<file path="config.mk">
export PLATFORM = sky130hd
export DESIGN_NAME = psd_queue
export DESIGN_NICKNAME = d
export VERILOG_FILES = /design/src/rtl/psd_pkg.sv /design/src/rtl/psd_queue.sv
export SDC_FILE = /design/constraint.sdc
export NUM_CORES = 1
export LEC_CHECK = 0
export CORE_MARGIN = 3
export CORE_UTILIZATION = 34
export DETAILED_ROUTE_END_ITERATION = 12
export DONT_BUFFER_PORTS = 1
export MAX_ROUTING_LAYER = met4
export SYNTH_ARGS = -nofsm -noshare
export SYNTH_HDL_FRONTEND = slang
export SYNTH_SLANG_ARGS = --single-unit
</file>
<file path="constraint.sdc">
create_clock -name clock -period 3.9 [get_ports clock]
set_input_delay 0.39 -clock clock [delete_from_list [all_inputs] [get_ports clock]]
set_output_delay 0.39 -clock clock [all_outputs]
set_load 0.005 [all_outputs]
</file>
<file path="src/rtl/psd_pkg.sv">
// Package for the point to segment distance block: widths, codes, types, and the fold_q16 saturating helper.
// No dependencies.
`default_nettype none
package psd_pkg;
   localparam int CoordW = 32;
   localparam int DistW = 48;
   localparam int QueueDepth = 4;
   localparam int CsrIdxW = 3;

   typedef enum logic [1:0] {
      CASE_SHORT = 2'd0,
      CASE_FLAT = 2'd1,
      CASE_INSIDE = 2'd2,
      CASE_OUTSIDE = 2'd3
   } case_type;

   typedef enum logic [CsrIdxW-1:0] {
      REG_MIN_LEN = 3'd0,
      REG_Z_TOL = 3'd1,
      REG_T_LOW = 3'd2,
      REG_T_UP = 3'd3,
      REG_MISS = 3'd4
   } reg_type;

   typedef struct packed {
      logic [31:0] min_length_sq;
      logic [30:0] z_tolerance;
      logic signed [31:0] t_lower;
      logic signed [31:0] t_upper;
      logic [47:0] miss_value;
   } cfg_type;

   // front -> back queue entry
   typedef struct packed {
      logic signed [32:0] v0, v1, v2;
      logic signed [32:0] d0, d1, d2;
      logic project;
      case_type code;
   } job_type;

   function automatic logic [47:0] fold_q16(input logic [99:0] s);
      logic [47:0] r;
      if (|s[99:64]) r = '1;
      else r = s[63:16];
      return r;
   endfunction
endpackage
`default_nettype wire

</file>
<file path="src/rtl/psd_queue.sv">
// Small FIFO carrying jobs from the front to the back.
// Uses psd_pkg.
`default_nettype none
module psd_queue #(
   parameter int Depth = psd_pkg::QueueDepth
) (
   input wire logic clock,
   input wire logic reset,
   input wire logic in_valid,
   output logic in_ready,
   input wire psd_pkg::job_type in_job,
   output logic out_valid,
   input wire logic out_ready,
   output psd_pkg::job_type out_job
);
   import psd_pkg::*;
   localparam int AW = $clog2(Depth);
   job_type mem [Depth];
   logic [AW-1:0] wp_ff, rp_ff;
   logic [AW:0] cnt_ff;
   logic push, pop;

   assign in_ready = cnt_ff != (AW+1)'(Depth);
   assign out_valid = cnt_ff != '0;
   assign push = in_valid && in_ready;
   assign pop = out_valid && out_ready;
   assign out_job = mem[rp_ff];

   always_ff @(posedge clock) begin
      if (push) mem[wp_ff] <= in_job;
   end

   always_ff @(posedge clock) begin
      if (reset) begin
         wp_ff <= '0;
         rp_ff <= '0;
         cnt_ff <= '0;
      end else begin
         if (push) wp_ff <= (wp_ff == AW'(Depth-1)) ? '0 : wp_ff + 1'b1;
         if (pop) rp_ff <= (rp_ff == AW'(Depth-1)) ? '0 : rp_ff + 1'b1;
         cnt_ff <= cnt_ff + (AW+1)'(push) - (AW+1)'(pop);
      end
   end
endmodule
`default_nettype wire

</file>
==> flow_summary.toml <==
[status]
status = "finished, final reports clean"

[sta]
fmax_mhz = 333
fin_tns_setup_ns = 0
setup_violations = 0
min_period_ns = 3.01
slew_viol_final = 0
finalHoldViolations = 0
period_share_pct = 77.1
worst_slew_pin_slew_ns = 0.920
rsz0062_at_grt = "no"
finalClockSkew_ns = 0.0169
relSlewSlack_pct = 38.7
holdWs_ns = 0.0951

[power]
swShare_pct = 25.0
clkPwrFrac_pct = 34.4
seqPwrFrac_pct = 48.4
pwr-share-comb_pct = 17.1
p_total_uw = 22800
max-vdd-ir-drop_v = 0.000521
power.switching_uw = 5700
p_per_area_nw_per_um2 = 635
p_int_uw = 17100
leakage_uw = 0.0111

[synth]
syn_area_um2 = 29700
avgSynthCellArea_um2 = 27.0
ys_ff_latch = 813
ys_types = 28
synthFlopType = "edfxtp_1"
ys_seq_area_share_pct = 81.9
yosysMostFrequentCell = "edfxtp_1"
netlist_instances = 1099
synth_top_area_share_pct = 81.3
ys_top_cells_by_area = "edfxtp_1 (81%), mux4_2 (15%), buf_12 (1.4%)"
ys.warnings.count = 0
syn-num-nets = 1312
synth_top_area_cell = "edfxtp_1"
synth_edf_count = 804
synth_commonest_cells = "edfxtp_1 (804), mux4_2 (201), buf_12 (21)"
synthArstFlopShare_pct = 0

[clock_network]
cts_root_buf = "clkbuf_16"
clk_pin_slew_ns = 0.06
cts.sinks = 813
cts_setup_buffers = 0
cts_resized = 0
cts_tree = "built"
cts_buffer_depth = 3
cts_buffers = 84
ctsHoldBuffers = 203
h-tree-depth = 3
clock_latency_ns = 0.62

[placed_design]
dpl.cell_count = 2231
gp_congestion = 0.759
hpwlAfterDp_mm = 36.2
portBuffers = 0

[final_layout]
layout-drive-gt1-share_pct = 25.4
num-nets-final = 1589
syn2layout_area_growth_pct = 20.9
stdcell_count = 2598

[global_routing]
grt_antenna_before_repair = 8
grt_overflow = 0
grt_max_degree = 82
grt.total_usage_pct = 13.5
grt_pass1_wl_mm = 89.2
grt_pass1_vias = 13700

[critical_path]
cp_max_fo = 33
startpoint_type = "flop"
crit_required_ns = 3.51
r2r_cells = 10
end_kind = "output pin"
criticalPathCategory = "flop to output pin"
worstPathArrival_ns = 2.62

[drt]
dr.pass1.iters = 6
vias = 12500
drt_iter0_drc = 932
ant_nets = 0
wl_mm = 59.6
drc_errors = 0
wire_per_inst_um = 22.9
via_per_inst = 4.81

[floorplan]
core_area_um2 = 85900
die-area_um2 = 90900
die_w_um = 302
ioPinCount = 408
placementRows = 107
initial_core_util_pct = 34.6
die_h_um = 302

[hold_path]
min_path_cells = 3
hold_class = "input port to flop"

[run]
maxCapViolations = 0
## cells in the final DEF, fill, tap and decap left out, types with 5 or more instances in the layout
master / count
clkinv_2: 14
dlygate4sd3_1: 203
dfxtp_1: 7
inv_6: 5
edfxtp_1: 804
buf_4: 14
buf_12: 21
clkbuf_1: 17
mux4_2: 201
clkinv_1: 17
bufinv_16: 9
ha_1: 7
clkbuf_16: 84
diode_2: 8
inv_1: 5
## stage by stage
stage,worst slack [ns],cell area [um2],util (%)
final,0.895,35900,41.8
after global routing,0.632,35900,41.8
after CTS,0.664,35900,41.8
after detailed placement,1.34,31100,36.2
after global placement,1.39,31100,36.2
after floorplan,0.304,29700,-
## sequential cells by signal, indices dropped and copies added, names as in the netlist, named ones only
register	count
mem	804
cnt_ff	3
wp_ff	2
rp_ff	2
## cells by family (layout without fill, tap and decap cells)
group           after synthesis  after routing  synth area share, %
compound gates                4              4                0.101
xor+xnor                      1              1               0.0295
fa+ha+maj                     8              8                0.362
buf+inv                      52            399                 1.93
flops                       813            813                 81.9
mux                         203            203                 15.3
other cells                   0              8                    0
simple gates                 18             18                0.367
## metal layers
metal | part of all wire (%) | up-vias | global-route usage (%)
met3 | 9.2 | 83 | 4.97
met2 | 49 | 419 | 21.2
met1 | 39 | 6643 | 16.5
met4 | 2.2 | 0 | 3.95
met5 | 0 | - | -
li1 | - | 5358 | -
## final cells by class
class | count | area, um2
fill | 7408 | 50000
multi-input combinational | 234 | 4820
inverter | 5 | 18.8
timing repair buffer | 238 | 2560
antenna | 8 | 20.0
tap | 1144 | 1430
clock buffer | 101 | 2170
sequential | 813 | 24300
clock inverter | 55 | 572
## path summary, 6_finish.rpt
path / from / endpoint / slack (ns)
setup / recovery: flop / out_job[30] / 0.89
hold / removal: out_ready / flop / 0.1
setup reg to reg: cnt_ff[1] / cnt_ff[2] / 1.32
hold reg to reg: rp_ff[0] / flop / 0.51
## power by group through the flow
stage	sequential [uW]	clock, uW	combinational (uW)
CTS	11100	8110	4060
global placement	11200	0	3770
detailed placement	11300	0	3790
finish	11000	7850	3910
global route	11100	8480	4240
floorplan	11100	0	2950
## critical path, cell delays in order, from the launching register on
cell and delay [ns]:
dfxtp_4 0.94, buf_4 0.43, mux4_2 0.60
Power figures use the tool's default switching activity.
